$ cat config.mk
export PLATFORM = sky130hd
export DESIGN_NAME = ring_run_midpoint_finder_unit
export DESIGN_NICKNAME = d
export VERILOG_FILES = /design/src/rtl/rrmf_pkg.sv /design/src/rtl/ring_run_midpoint_finder_unit.sv /design/src/rtl/rrmf_front.sv /design/src/rtl/rrmf_fifo.sv /design/src/rtl/rrmf_back.sv
export VERILOG_INCLUDE_DIRS = /design/src /design/src/rtl
export SDC_FILE = /design/constraint.sdc
export NUM_CORES = 1
export LEC_CHECK = 0
export BUFFER_PORTS_ARGS = -buffer_cell sky130_fd_sc_hd__buf_4
export CORE_MARGIN = 8
export CORE_UTILIZATION = 60
export CTS_CLUSTER_DIAMETER = 80
export CTS_CLUSTER_SIZE = 14
export DETAILED_ROUTE_END_ITERATION = 8
export HOLD_SLACK_MARGIN = 0.02
export MAX_ROUTING_LAYER = met4
export PLACE_DENSITY = 0.77
export SLEW_MARGIN = 0
export SYNTH_ARGS = -nofsm -noshare
export SYNTH_HDL_FRONTEND = slang
export SYNTH_SLANG_ARGS = --single-unit
$ cat constraint.sdc
create_clock -name clk -period 5 [get_ports clk]
set_input_delay 0.5 -clock clk [delete_from_list [all_inputs] [get_ports clk]]
set_output_delay 0.5 -clock clk [all_outputs]
set_load 0.05 [all_outputs]
$ cat src/rtl/assert_macros.svh
// assertion macros for the ring run midpoint finder
// expects clk and arst_n in the scope of use
`ifndef ASSERT_MACROS_SVH
`define ASSERT_MACROS_SVH

// same-cycle implication, off during reset
`define CHK_IMPL(lbl, ante, cons) \
	lbl: assert property (@(posedge clk) disable iff (!arst_n) (ante) |-> (cons)) \
		else $error("implication check failed");

// next-cycle implication, off during reset
`define CHK_NEXT(lbl, ante, cons) \
	lbl: assert property (@(posedge clk) disable iff (!arst_n) (ante) |=> (cons)) \
		else $error("next-cycle check failed");

`endif

$ cat src/rtl/rrmf_pkg.sv
// shared types and constants of the ring run midpoint finder
// no dependencies
package rrmf_pkg;

	localparam int CRD_W = 12;
	localparam int RGB_W = 24;
	localparam logic [RGB_W-1:0] TARGET_RESET = 24'h0070FF;

	typedef enum logic [1:0] {
		PH_FIRST = 2'd0,
		PH_LEAD  = 2'd1,
		PH_PAST  = 2'd2
	} phase_t;

	typedef struct packed {
		logic [CRD_W-1:0] y;
		logic [CRD_W-1:0] x;
	} xy_t;

	typedef struct packed {
		logic emit_run;
		logic emit_lead;
		logic last;
		xy_t  run_a;
		xy_t  run_b;
		xy_t  lead_a;
		xy_t  lead_b;
	} entry_t;

endpackage

$ cat src/rtl/ring_run_midpoint_finder_unit.sv
// Takes one ring pixel per cycle when the work queue has room (in_stall is the queue-full flag)
// and, while out_stall is low and the queue holds work, produces one result per cycle from a
// registered output stage; a pixel that closes a run on the ring's last pixel while a lead run
// is pending yields two results from one queue entry, otherwise every result-causing pixel yields
// one. Each result passes through the queue and then the registered output stage, and the
// QUEUE_DEPTH-entry queue absorbs output stalls before the input stalls. target_rgb sits at byte address 0.
// depends on rrmf_pkg, rrmf_front, rrmf_fifo, rrmf_back, assert_macros.svh
`include "assert_macros.svh"

module ring_run_midpoint_finder_unit #(
	parameter int COORD_BITS  = 12,
	parameter int QUEUE_DEPTH = 4
) (
	input  logic                       clk,
	input  logic                       arst_n,
	input  logic                       psel,
	input  logic                       penable,
	input  logic                       pwrite,
	input  logic [2:0]                 paddr,
	input  logic [31:0]                pwdata,
	output logic [31:0]                prdata,
	output logic                       pready,
	input  logic                       in_valid,
	output logic                       in_stall,
	input  logic [rrmf_pkg::CRD_W-1:0] pos_x,
	input  logic [rrmf_pkg::CRD_W-1:0] pos_y,
	input  logic [rrmf_pkg::RGB_W-1:0] pixel_rgb,
	input  logic                       ring_end,
	output logic                       out_valid,
	input  logic                       out_stall,
	output logic [rrmf_pkg::CRD_W-1:0] mid_x,
	output logic [rrmf_pkg::CRD_W-1:0] mid_y,
	output logic                       has_point,
	output logic                       last_of_ring
);
	import rrmf_pkg::*;

	localparam int CB = (COORD_BITS < CRD_W) ? COORD_BITS : CRD_W;

	logic [RGB_W-1:0] target_q;
	logic             q_full, q_push, q_pop, q_valid;
	entry_t           q_wdata, q_head;

	// config register
	assign pready = 1'b1;
	assign prdata = (paddr[2] == 1'b0) ? 32'(target_q) : '0;

	always_ff @(posedge clk or negedge arst_n) begin
		if (!arst_n) begin
			target_q <= TARGET_RESET;
		end else if (psel && penable && pwrite && pready && (paddr[2] == 1'b0)) begin
			target_q <= pwdata[RGB_W-1:0];
		end
	end

	rrmf_front #(.CB(CB)) u_front (
		.clk        (clk),
		.arst_n     (arst_n),
		.in_valid   (in_valid),
		.in_stall   (in_stall),
		.pos_x      (pos_x),
		.pos_y      (pos_y),
		.pixel_rgb  (pixel_rgb),
		.ring_end   (ring_end),
		.target_rgb (target_q),
		.q_full     (q_full),
		.push       (q_push),
		.entry      (q_wdata)
	);

	rrmf_fifo #(.DEPTH(QUEUE_DEPTH)) u_fifo (
		.clk        (clk),
		.arst_n     (arst_n),
		.push       (q_push),
		.wdata      (q_wdata),
		.full       (q_full),
		.pop        (q_pop),
		.head_valid (q_valid),
		.head       (q_head)
	);

	rrmf_back #(.CB(CB)) u_back (
		.clk          (clk),
		.arst_n       (arst_n),
		.head_valid   (q_valid),
		.head         (q_head),
		.pop          (q_pop),
		.out_valid    (out_valid),
		.out_stall    (out_stall),
		.mid_x        (mid_x),
		.mid_y        (mid_y),
		.has_point    (has_point),
		.last_of_ring (last_of_ring)
	);

	`CHK_IMPL(a_stall_has_work, in_stall, q_valid)
	`CHK_NEXT(a_ring_end_queued, in_valid && !in_stall && ring_end, q_valid)
	`CHK_IMPL(a_empty_only_at_end, out_valid && !has_point, last_of_ring)
	`CHK_IMPL(a_empty_is_zero, out_valid && !has_point, (mid_x == '0) && (mid_y == '0))

endmodule

$ cat src/rtl/rrmf_front.sv
// front end: accepts pixels, tracks runs around the ring, queues work
// depends on rrmf_pkg
module rrmf_front #(
	parameter int CB = 12
) (
	input  logic                       clk,
	input  logic                       arst_n,
	input  logic                       in_valid,
	output logic                       in_stall,
	input  logic [rrmf_pkg::CRD_W-1:0] pos_x,
	input  logic [rrmf_pkg::CRD_W-1:0] pos_y,
	input  logic [rrmf_pkg::RGB_W-1:0] pixel_rgb,
	input  logic                       ring_end,
	input  logic [rrmf_pkg::RGB_W-1:0] target_rgb,
	input  logic                       q_full,
	output logic                       push,
	output rrmf_pkg::entry_t           entry
);
	import rrmf_pkg::*;

	typedef logic [1:0][CB-1:0] pt_t;

	phase_t phase_q, phase_d;
	logic   run_active_q, run_active_d;
	logic   has_lead_q, has_lead_d;
	pt_t    run_start_q, run_start_d;
	pt_t    lead_end_q, lead_end_d;
	pt_t    first_q, first_d;
	pt_t    cur;
	pt_t    lead_start;
	logic   acc, zone, emit_run, emit_lead;

	assign in_stall = q_full;
	assign acc      = in_valid && !q_full;
	assign zone     = (pixel_rgb == target_rgb);
	assign cur[0]   = pos_x[CB-1:0];
	assign cur[1]   = pos_y[CB-1:0];

	always_comb begin
		phase_d      = phase_q;
		run_active_d = run_active_q;
		has_lead_d   = has_lead_q;
		run_start_d  = run_start_q;
		lead_end_d   = lead_end_q;
		first_d      = first_q;
		emit_run     = 1'b0;
		case (phase_q)
			PH_FIRST: begin
				first_d = cur;
				if (zone) begin
					lead_end_d = cur;
					phase_d    = PH_LEAD;
				end else begin
					phase_d = PH_PAST;
				end
			end
			PH_LEAD: begin
				if (zone) begin
					lead_end_d = cur;
				end else begin
					has_lead_d = 1'b1;
					phase_d    = PH_PAST;
				end
			end
			default: begin
				if (zone) begin
					if (!run_active_q) begin
						run_active_d = 1'b1;
						run_start_d  = cur;
					end
				end else if (run_active_q) begin
					run_active_d = 1'b0;
					emit_run     = 1'b1;
				end
			end
		endcase
		emit_lead  = ring_end && has_lead_d;
		lead_start = run_active_d ? run_start_d : first_d;
	end

	always_comb begin
		entry.emit_run  = emit_run;
		entry.emit_lead = emit_lead;
		entry.last      = ring_end;
		entry.run_a.x   = CRD_W'(run_start_q[0]);
		entry.run_a.y   = CRD_W'(run_start_q[1]);
		entry.run_b.x   = CRD_W'(cur[0]);
		entry.run_b.y   = CRD_W'(cur[1]);
		entry.lead_a.x  = CRD_W'(lead_start[0]);
		entry.lead_a.y  = CRD_W'(lead_start[1]);
		entry.lead_b.x  = CRD_W'(lead_end_d[0]);
		entry.lead_b.y  = CRD_W'(lead_end_d[1]);
	end

	assign push = acc && (emit_run || ring_end);

	always_ff @(posedge clk or negedge arst_n) begin
		if (!arst_n) begin
			phase_q      <= PH_FIRST;
			run_active_q <= 1'b0;
			has_lead_q   <= 1'b0;
			run_start_q  <= '0;
			lead_end_q   <= '0;
			first_q      <= '0;
		end else if (acc) begin
			if (ring_end) begin
				phase_q      <= PH_FIRST;
				run_active_q <= 1'b0;
				has_lead_q   <= 1'b0;
				run_start_q  <= '0;
				lead_end_q   <= '0;
				first_q      <= '0;
			end else begin
				phase_q      <= phase_d;
				run_active_q <= run_active_d;
				has_lead_q   <= has_lead_d;
				run_start_q  <= run_start_d;
				lead_end_q   <= lead_end_d;
				first_q      <= first_d;
			end
		end
	end

endmodule

$ cat src/rtl/rrmf_fifo.sv
// short work queue between front and back end
// depends on rrmf_pkg
module rrmf_fifo #(
	parameter int DEPTH = 4
) (
	input  logic             clk,
	input  logic             arst_n,
	input  logic             push,
	input  rrmf_pkg::entry_t wdata,
	output logic             full,
	input  logic             pop,
	output logic             head_valid,
	output rrmf_pkg::entry_t head
);
	import rrmf_pkg::*;

	localparam int PW = (DEPTH > 1) ? $clog2(DEPTH) : 1;
	localparam int CW = $clog2(DEPTH + 1);

	entry_t         mem_q [DEPTH];
	logic [PW-1:0]  wr_ptr_q, rd_ptr_q;
	logic [CW-1:0]  count_q;

	assign full       = (count_q == CW'(DEPTH));
	assign head_valid = (count_q != '0);
	assign head       = mem_q[rd_ptr_q];

	always_ff @(posedge clk) begin
		if (push) begin
			mem_q[wr_ptr_q] <= wdata;
		end
	end

	always_ff @(posedge clk or negedge arst_n) begin
		if (!arst_n) begin
			wr_ptr_q <= '0;
			rd_ptr_q <= '0;
			count_q  <= '0;
		end else begin
			if (push) begin
				wr_ptr_q <= (wr_ptr_q == PW'(DEPTH - 1)) ? '0 : wr_ptr_q + 1'b1;
			end
			if (pop) begin
				rd_ptr_q <= (rd_ptr_q == PW'(DEPTH - 1)) ? '0 : rd_ptr_q + 1'b1;
			end
			if (push && !pop) begin
				count_q <= count_q + 1'b1;
			end else if (pop && !push) begin
				count_q <= count_q - 1'b1;
			end
		end
	end

endmodule

$ cat src/rtl/rrmf_back.sv
// back end: expands queued work into results and computes midpoints
// depends on rrmf_pkg
module rrmf_back #(
	parameter int CB = 12
) (
	input  logic                       clk,
	input  logic                       arst_n,
	input  logic                       head_valid,
	input  rrmf_pkg::entry_t           head,
	output logic                       pop,
	output logic                       out_valid,
	input  logic                       out_stall,
	output logic [rrmf_pkg::CRD_W-1:0] mid_x,
	output logic [rrmf_pkg::CRD_W-1:0] mid_y,
	output logic                       has_point,
	output logic                       last_of_ring
);
	import rrmf_pkg::*;

	logic              out_valid_q, second_q, second_d;
	logic [CRD_W-1:0]  mid_x_q, mid_y_q;
	logic              has_point_q, last_q;
	logic              load, out_free, pt, lst;
	xy_t               sel_a, sel_b;
	logic [CB:0]       sum_x, sum_y;

	assign out_free = !out_valid_q || !out_stall;

	always_comb begin
		load     = 1'b0;
		pop      = 1'b0;
		second_d = second_q;
		pt       = 1'b0;
		lst      = head.last;
		sel_a    = head.run_a;
		sel_b    = head.run_b;
		if (out_free && head_valid) begin
			load = 1'b1;
			if (second_q) begin
				sel_a    = head.lead_a;
				sel_b    = head.lead_b;
				pt       = 1'b1;
				pop      = 1'b1;
				second_d = 1'b0;
			end else if (head.emit_run && head.emit_lead) begin
				pt       = 1'b1;
				lst      = 1'b0;
				second_d = 1'b1;
			end else if (head.emit_run) begin
				pt  = 1'b1;
				pop = 1'b1;
			end else if (head.emit_lead) begin
				sel_a = head.lead_a;
				sel_b = head.lead_b;
				pt    = 1'b1;
				pop   = 1'b1;
			end else begin
				pop = 1'b1;
			end
		end
	end

	assign sum_x = {1'b0, sel_a.x[CB-1:0]} + {1'b0, sel_b.x[CB-1:0]};
	assign sum_y = {1'b0, sel_a.y[CB-1:0]} + {1'b0, sel_b.y[CB-1:0]};

	always_ff @(posedge clk) begin
		if (load) begin
			mid_x_q     <= pt ? CRD_W'(sum_x[CB:1]) : '0;
			mid_y_q     <= pt ? CRD_W'(sum_y[CB:1]) : '0;
			has_point_q <= pt;
			last_q      <= lst;
		end
	end

	always_ff @(posedge clk or negedge arst_n) begin
		if (!arst_n) begin
			out_valid_q <= 1'b0;
			second_q    <= 1'b0;
		end else begin
			second_q <= second_d;
			if (load) begin
				out_valid_q <= 1'b1;
			end else if (!out_stall) begin
				out_valid_q <= 1'b0;
			end
		end
	end

	assign out_valid    = out_valid_q;
	assign mid_x        = mid_x_q;
	assign mid_y        = mid_y_q;
	assign has_point    = has_point_q;
	assign last_of_ring = last_q;

endmodule
# [After elaboration in Yosys (flattened, before gate mapping)]
# Memory sizes are Yosys's and may differ from the RTL's.
# Cells that the tools add are included.
[op_classes] add_sub_neg=6 n_mul=0 div=0 magnitude_cmp=0 n_eq_ne=7 n_shift=0 n_mux=56 n_bitwise=1 reduce_logical=23
[ops] operator="two-way mux 24 bit" count=21
[ops] operator="two-way mux 1 bit" count=27
[ops] operator="adder 12 x 12 -> 13 bit" count=2
[ops] operator="== test 24 bit" count=1
[ops] operator="logical AND 1 bit" count=10
[ops] operator="two-way mux 2 bit" count=5
[ops] operator="two-way mux 3 bit" count=2
[ops] operator="nonzero test 3 bit" count=2
[ops] operator="logical NOT 1 bit" count=5
[ops] operator="adder 2 x 1 -> 2 bit, second input constant" count=2
[ops] operator="== test 2 bit, second input constant" count=2
[ops] operator="one-hot mux 2 bit (2 select lines)" count=1
[ops] operator="adder 3 x 1 -> 3 bit, second input constant" count=1
[ops] operator="== test 3 bit, second input constant" count=1
[ops] operator="inequality test 3 bit, second input constant" count=1
[ops] operator="AND reduction 3 bit" count=1
[ops] operator="subtractor 3 x 1 -> 3 bit, second input constant" count=1
[ops] operator="== test 2 x 1 -> 1 bit, second input constant" count=1
[ops] operator="logical NOT 2 bit" count=1
[ops] operator="logical OR 1 bit" count=2
[ops] operator="inequality test 2 x 1 -> 1 bit, second input constant" count=1
[ops] operator="nonzero test 2 bit" count=1
[ops] operator="OR reduction 2 bit" count=1
[ops] operator="inverter 1 bit" count=1
[totals] reg_bits=135 latch_bits=0 ram_bits=396 mem_bits_ro=0 input_bits=91 out_inout_bits=61 elab_cells=113 mem_count=1
[mem_list] memory="u_fifo.mem_q" depth=4 word_bits=99 read_ports=1 rd_ports_with_merged_regs=0 wr=1 line="rrmf_fifo.sv:20" rtl="entry_t mem_q [DEPTH];"

# [Logic depth before layout (Yosys ltp)]
# Gate-level depths: netlist of the first run.
[logic_depth] ltp_word=9 depth_mapped=18 ltp_nobuf=14

# [Modules after synthesis]
# Synthesis of the first run repeated with hierarchy kept, for this count alone.
[hier_totals] cells_unflattened=1582 area_unflattened_um2=23938.0
[modules_own_cells] module="rrmf_fifo" n_inst=1 cells_each=553 area_each_um2=14710.4 seq_area_each_um2=12066.6
[modules_own_cells] module="rrmf_front" n_inst=1 cells_each=602 area_each_um2=5352.6 seq_area_each_um2=1901.8
[modules_own_cells] module="rrmf_back" n_inst=1 cells_each=339 area_each_um2=2633.8 seq_area_each_um2=830.8
[modules_own_cells] module="ring_run_midpoint_finder_unit" n_inst=1 cells_each=88 area_each_um2=1241.2 seq_area_each_um2=614.3

# [Worst setup path after synthesis of the first run]
# OpenSTA, ideal clock, no wires.
[synth_path] path_kind="register -> register" startpoint="register u_fifo.rd_ptr_q[1]" endpoint="register u_back.mid_y_q[11], in the netlist u_back.mid_y[11], data pin" setup_time_ns=0.272 t_arrival_ns=4.139 required_ns=4.728 setup_slack_ns=0.589 path_stages_with_launch=19 path_buffers=4 period_less_slack_ns=4.411 path_cell_list="dfrtp_1 clkbuf_1 mux4_2 nand2b_4 a21oi_2 buf_2 buf_4 mux4_2 mux2_2 ha_1 clkbuf_1 a21o_1 a21o_1 a21o_1 a21oi_1 o211a_1 o21ai_0 a211oi_1 nor3_1"
[synth_between] elab_chain_cells=7 elab_cells_between_ends=18 cone_classes="add/sub (1); mux (15); reduce/logical (1); memory (1)"
[synth_lines] element="start: declaration" line="rrmf_fifo.sv:21" rtl="logic [PW-1:0] wr_ptr_q, rd_ptr_q;"
[synth_lines] element="start signal: assignment" line="rrmf_fifo.sv:44" rtl="rd_ptr_q <= (rd_ptr_q == PW'(DEPTH - 1)) ? '0 : rd_ptr_q + 1'b1;"
[synth_lines] element="memory (4 x 99 bit) (*)"
[synth_lines] element="two-way mux 24 bit" line="rrmf_back.sv:52" rtl="end else if (head.emit_lead) begin"
[synth_lines] element="two-way mux 24 bit" line="rrmf_back.sv:49" rtl="end else if (head.emit_run) begin"
[synth_lines] element="two-way mux 24 bit" line="rrmf_back.sv:45" rtl="end else if (head.emit_run && head.emit_lead) begin"
[synth_lines] element="two-way mux 24 bit" line="rrmf_back.sv:39" rtl="if (second_q) begin"
[synth_lines] element="two-way mux 24 bit" line="rrmf_back.sv:37" rtl="if (out_free && head_valid) begin"
[synth_lines] element="adder 12 x 12 -> 13 bit" line="rrmf_back.sv:64" rtl="assign sum_y = {1'b0, sel_a.y[CB-1:0]} + {1'b0, sel_b.y[CB-1:0]};"
[synth_lines] element="end signal: assignment" line="rrmf_back.sv:69" rtl="mid_y_q <= pt ? CRD_W'(sum_y[CB:1]) : '0;"
[synth_lines] element="end: declaration" line="rrmf_back.sv:21" rtl="logic [CRD_W-1:0] mid_x_q, mid_y_q;"
# Every way passes the cells marked *; elsewhere a longest branch is shown, timed or not.
# A chain may end at the register's enable or synchronous reset.

# [Worst setup path in the final report of the first run]
[layout_path] startpoint="register u_fifo.rd_ptr_q[0]" endpoint="register u_back.mid_x_q[11], in the netlist u_back.mid_x[11], data pin"
[layout_between] elab_chain_cells=7 elab_cells_between_ends=18 cone_classes="add/sub (1); mux (15); reduce/logical (1); memory (1)"
[layout_lines] element="memory (4 x 99 bit) (*)"
[layout_lines] element="two-way mux 24 bit" line="rrmf_back.sv:52"
[layout_lines] element="two-way mux 24 bit" line="rrmf_back.sv:49"
[layout_lines] element="two-way mux 24 bit" line="rrmf_back.sv:45"
[layout_lines] element="two-way mux 24 bit" line="rrmf_back.sv:39"
[layout_lines] element="two-way mux 24 bit" line="rrmf_back.sv:37"
[layout_lines] element="adder 12 x 12 -> 13 bit" line="rrmf_back.sv:63" rtl="assign sum_x = {1'b0, sel_a.x[CB-1:0]} + {1'b0, sel_b.x[CB-1:0]};"
[layout_lines] element="end signal: assignment" line="rrmf_back.sv:68" rtl="mid_x_q <= pt ? CRD_W'(sum_x[CB:1]) : '0;"
[layout_lines] element="end: declaration" line="rrmf_back.sv:21"
# Marked as above.

==> impl_results.md, run 1 <==
* GPL Wtd Cong at 0.7980
* Max-Cap Viols at 0
* Setup repair after global routing missed its margin: no
* Ports at 152
* Register-to-Register Setup Slack at 0.40 ns
* Gate Count Post-Synth at 1363
* CTS tree: built
* Critical path class: reg -> reg
* Outcome: complete, no violations
* Cts hold-fix bufs at 0
* First-pass GRT wire length at 74.80 mm
* Layout Nets at 1615
* Hold WC Path Type: in -> async
* #FFs+latches synth at 531
* Total CTS buffers at 43
* Layout cell share with drive strength beyond 1 at 26.52%
* Die Ht at 209.6 um
* Initial core utilization at 60.25%
* Post-DP HPWL at 28.71 mm
* Crit share post-route at 91.92%
* Final hold viol count at 0
* First-pass iteration count of the detailed router at 8
* Die Wd at 209.6 um
* Placeable Area at 37310 um^2
* Clock network fraction of total power at 20.7%
* P_leak at 9.220 nW
* Worst EP required at 5.30 ns
* CTS-repair resized insts at 0
* CTS root buf: clkbuf_16
* Clock Skews at 0.01277 ns
* Die area at 43920 um^2
* Vias in the first global route at 13410
* Storage element area at 15420 um^2
* Post-CTS Setup Bufs at 0
* Critical Path AT at 4.89 ns
* P per Cell Area at 598.8 nW/um^2
* Setup_tns at 0 ns
* FF-to-FF Start: u_fifo.rd_ptr_q[0]
* H-tree depth at 2
* Via count at 12670
* Overall routing resource usage at 22.73%
* Reg2reg end: u_back.mid_x[11]
* Worst skew pair latency at 0.55 ns
* Crit. End Element: flip-flop
* Final antenna-violating net count at 0
* Async SR Flop Fraction at 20.53%
* VDD IR max at 369.8 uV
* Largest net degree at the start of global routing at 95
* Post-DR vias/cell at 6.329
* Fmax at 217.6 MHz
* Min Hold Slack at 0.08504 ns
* Overflow left after global routing at 0
* Reg2Reg Depth at 15
* Yosys warning count at 0
* Pint at 0.009909 W
* Area Growth Syn to Fin at 12.73%
* Crit start category: flip-flop
* Worst-Margin Slew at 1.203 ns
* Relative slew slack at 19.16%
* Synth Cell Area at 22480 um^2
* Site Rows at 71
* Comb pwr share at 40.9%
* Yosys cell types at 58
* Number of synthesized flops with an enable pin at 422
* Max Buffers Root-to-Sink at 3
* Clock sinks at 531
* Crit-path max FO at 34
* Net Sw Frac at 34.71%
* Post-synthesis sequential area ratio at 68.56%
* Sequential share of power at 38.5%
* Port Buffers at 132
* # DRC at 0
* Post-layout min period at 4.596 ns
* NetSw at 0.005267 W
* Initial DRC count at 1175
* Area occupied by multi-input gates at 6499 um^2
* Initial antenna violation count at 1
* Clock slew at reported path FFs at 0.07 ns
* Primary FF master, synth: edfxtp_1
* Final setup fails at 0
* Mean Syn Cell Area at 16.49 um^2
* Drt wl/cell at 24.30 um
* WL final at 48.65 mm
* Filler cells at 2406
* Max-slew violations at 0
-- cell type report --
cell class	instances	area share (%)
tap	474	2.340
sequential	531	60.84
inverter	88	1.303
antenna	1	0.009874
timing repair buffer	156	4.917
clock buffer	79	4.947
multi-input combinational	673	25.64
-- worst max-delay path, stage by stage (launching register included) --
cell	delay (ns)
dfrtp_4	0.46
mux4_2	0.56
nand2b_4	0.20
a21oi_4	0.22
buf_12	0.27
mux4_2	0.34
mux2_2	0.30
fa_1	0.44
a21o_1	0.18
a21o_1	0.21
a21o_1	0.19
a21oi_1	0.24
o211a_1	0.24
o21ai_0	0.14
a211oi_1	0.26
nor3_1	0.08
-- cell usage in the layout, fill, tap and decap left out, drive strengths merged, types with 49 or more instances in the layout --
cell    netlist  layout
a22o         49      49
buf          27     156
clkbuf       51      79
dfrtp        98      98
edfxtp      422     422
inv          88      88
mux2         72      72
mux4         95      95
nand2        77      77
o21ai        71      71
-- sequential cells by signal (all words and copies together) (netlist names) --
name	flops
u_back.mid_y	12
u_back.second_q	1
u_back.out_valid	1
u_front.lead_end_q	24
u_front.has_lead_q	1
u_back.mid_x	12
u_front.first_q	24
u_fifo.count_q	3
u_fifo.mem_q	396
u_fifo.wr_ptr_q	2
u_front.phase_q	2
u_back.has_point	1
u_front.entry	24
u_fifo.rd_ptr_q	2
u_back.last_of_ring	1
target_q	24
u_front.run_active_q	1
-- metrics by stage --
stage | power (W) | cell area [um^2] | util, % | cells | setup WS, ns
floorplan | 0.01045 | 22510 | - | 1370 | 0.5887
global placement | 0.01195 | 24090 | 64.56 | 1922 | 0.4781
detailed placement | 0.01212 | 24090 | 64.56 | 1922 | 0.4476
CTS | 0.01525 | 25340 | 67.92 | 2001 | 0.4272
global route | 0.01591 | 25340 | 67.92 | 2002 | 0.1755
finish | 0.01518 | 25340 | 67.92 | 2002 | 0.4042
-- metal layers --
layer	up-vias	part of all wire, %	GRT usage (%)	wire length (um)
met4	0	3.5	8.408	1691
met3	130	8.0	4.162	3869
li1	5517	-	-	-
met5	-	0	-	0
met2	610	49	37.02	23880
met1	6414	39	28.56	19210
-- worst max-delay path by stage --
stage,from,endpoint,slack (ns),cells past startpoint
after detailed placement,u_fifo.rd_ptr_q[0],u_back.mid_x[11],0.45,15
after global routing,u_fifo.rd_ptr_q[0],u_back.mid_x[11],0.18,15
after floorplan,u_fifo.rd_ptr_q[1],u_back.mid_y[11],0.59,18
final,u_fifo.rd_ptr_q[0],u_back.mid_x[11],0.40,15
after global placement,u_fifo.rd_ptr_q[0],u_back.mid_x[11],0.48,15
after CTS,u_fifo.rd_ptr_q[0],u_back.mid_x[11],0.43,15
-- cells by family after synthesis --
kind of cell | Yosys count | share of synthesized area [%]
AND/OR/NAND/NOR | 204 | 4.486
adder cells (fa/ha/maj) | 31 | 1.826
other | 2 | 0.03341
buffers and inverters | 166 | 3.022
multiplexers | 169 | 13.26
XOR/XNOR | 43 | 1.675
AO/OA/AOI/OAI | 217 | 7.130
flip-flops | 531 | 68.56
-- Yosys cell counts (12+ instances only) --
master,number,area (um^2)
mux2_2,72,810.8
mux4_2,92,2072
edfxtp_1,422,12670
o21ai_0,67,335.3
a22o_1,49,429.2
nand2_1,77,289.0
a21oi_1,12,60.06
buf_2,12,60.06
ha_1,28,350.3
nand3_1,17,85.08
dfrtp_1,98,2452
inv_1,88,330.3
nor2_1,34,127.6
a222oi_1,24,240.2
xor2_1,15,131.4
nor2b_1,27,168.9
a22oi_1,24,180.2
xnor2_1,28,245.2
clkbuf_1,51,191.4
-- power groups by stage --
stage	Sequential (W)	Clock, W	Combinational (W)
6_report	0.00584	0.00314	0.00620
5_1_grt	0.00588	0.00334	0.00668
4_1_cts	0.00584	0.00318	0.00623
3_5_place_dp	0.00593	0	0.00619
3_3_place_gp	0.00589	0	0.00606
2_1_floorplan	0.00626	0	0.00419
(Power assumes the default switching activity.)
==> run 2: changes to the inputs <==
CORE_UTILIZATION = 65   (was 60)
PLACE_DENSITY = 0.83   (was 0.77)
clock period = 5.6 ns   (was 5 ns; I/O delays follow)
==> run 2 against run 1 <==
Compared with the run above:
- routed wire length grew 2.6%
- cell area shrank 0.45%
- via count grew 1.6%
- clock power shrank 11%
- maximum frequency shrank 8.8%
- critical path depth is the same
- critical path type unchanged
- critical endpoint unchanged
==> impl_results.md, run 2 (synthesized netlist as in run 1, its figures left out) <==
* Outcome: complete, no violations
* Biggest register: u_fifo.mem_q
* Max FFs per register at 396
* Total CTS buffers at 43
* Largest net degree at the start of global routing at 96
* Worst skew pair latency at 0.56 ns
* P_leak at 9.183 nW
* Overflow left after global routing at 0
* Initial core utilization at 65.56%
* CTS-repair resized insts at 0
* Max-slew violations at 0
* # DRC at 0
* Initial antenna violation count at 0
* Crit-path max FO at 26
* Worst EP required at 5.89 ns
* Crit share post-route at 89.99%
* First-pass iteration count of the detailed router at 8
* Fmax at 198.4 MHz
* Via count at 12870
* Crit. End Element: flip-flop
* Post-layout min period at 5.039 ns
* H-tree depth at 2
* Clock Skews at 0.01910 ns
* Placeable Area at 34290 um^2
* CTS root buf: clkbuf_16
* Clock sinks at 531
* First-pass GRT wire length at 77.16 mm
* Cts hold-fix bufs at 0
* Final hold viol count at 0
* Vias in the first global route at 13620
* Min Hold Slack at 0.1905 ns
* Layout cell share with drive strength beyond 1 at 26.28%
* Crit start category: flip-flop
* Filler cells at 1956
* N_diodes at 0
* GPL Wtd Cong at 0.7923
* Overall routing resource usage at 25.21%
* Post-DP HPWL at 28.64 mm
* Most frequent cells in the layout: edfxtp_1, buf_4, dfrtp_1, mux4_2, inv_1
* Final setup fails at 0
* Max-Cap Viols at 0
* Clock slew at reported path FFs at 0.07 ns
* Initial DRC count at 1395
* Critical Path AT at 5.33 ns
* Post-DR vias/cell at 6.510
* CTS tree: built
* Most common cell after layout, fill and taps aside: edfxtp_1
* Site Rows at 68
* Setup_tns at 0 ns
* Layout Nets at 1610
* P per Cell Area at 540.0 nW/um^2
* Relative slew slack at 16.20%
* Die Ht at 202.0 um
* Critical path class: reg -> reg
* Final antenna-violating net count at 0
* Register-to-Register Setup Slack at 0.56 ns
* Die Wd at 202.0 um
* Drt wl/cell at 25.25 um
* Post-CTS Setup Bufs at 0
* Die area at 40790 um^2
* Area Growth Syn to Fin at 12.23%
* Port Buffers at 132
* Ports at 152
* Worst-Margin Slew at 1.254 ns
* Hold WC Path Type: in -> async
* VDD IR max at 359.2 uV
* WL final at 49.91 mm
* Setup repair after global routing missed its margin: no
* Max Buffers Root-to-Sink at 3
-- run 2: cell types whose count changed in the layout (fill, tap and decap cells not counted), sizes merged --
cell and change:
diode -1, buf -5
-- run 2: final cells by class --
type | count | area (um^2) | share of cell area [%]
multi-input combinational | 673 | 6499 | 25.76
tap | 455 | 569.3 | 2.256
sequential | 531 | 15420 | 61.11
clock buffer | 79 | 1254 | 4.969
inverter | 88 | 330.3 | 1.309
timing repair buffer | 151 | 1159 | 4.592
-- run 2: critical path: stages (launching register included) --
cell and delay (ns):
dfrtp_4 0.65, mux4_2 0.60, nand2b_4 0.20, a21oi_4 0.19, buf_4 0.40, buf_4 0.32
mux4_2 0.34, mux2_2 0.30, ha_1 0.35, a21o_1 0.21, a21o_1 0.19, a21oi_1 0.24
o211a_1 0.26, o21ai_0 0.16, a211oi_1 0.27, nor3_1 0.08
-- run 2: metal layers --
metal  global-route usage [%]  vias to the layer above  routed length, um
met5                        -                        -                  0
met4                    9.496                        0               1477
met3                    4.691                      104               4255
met2                    40.43                      708              24630
met1                    32.10                     6551              19550
li1                         -                     5508                  -
-- run 2: through the flow --
step,total power [W],utilization (%),setup WS [ns],cells,instance area (um^2)
detailed placement,0.01078,69.92,0.6411,1898,23980
global placement,0.01057,69.92,0.6733,1898,23980
global route,0.01423,73.58,0.3373,1977,25230
floorplan,0.009328,-,1.189,1370,22510
CTS,0.01363,73.58,0.5742,1977,25230
finish,0.01362,73.58,0.5606,1977,25230
-- run 2: power breakdown --
part	internal, W	switching (W)	total (W)
registers	0.00500	0.000252	0.00525
clock network	0.00151	0.00130	0.00280
logic	0.00229	0.00327	0.00557
total	0.00880	0.00482	0.0136
-- run 2: worst paths after layout --
kind,startpoint,end,cells past startpoint
max,u_fifo.rd_ptr_q[0],u_back.mid_x[11],15
min,arst_n,u_front.lead_end_q[4],1
max reg2reg,u_fifo.rd_ptr_q[0],u_back.mid_x[11],15
min reg2reg,u_front.first_q[21],u_front.first_q[21],1
max in group asynchronous,arst_n,u_front.lead_end_q[20],2
min in group clk,pwdata[7],target_q[7],2
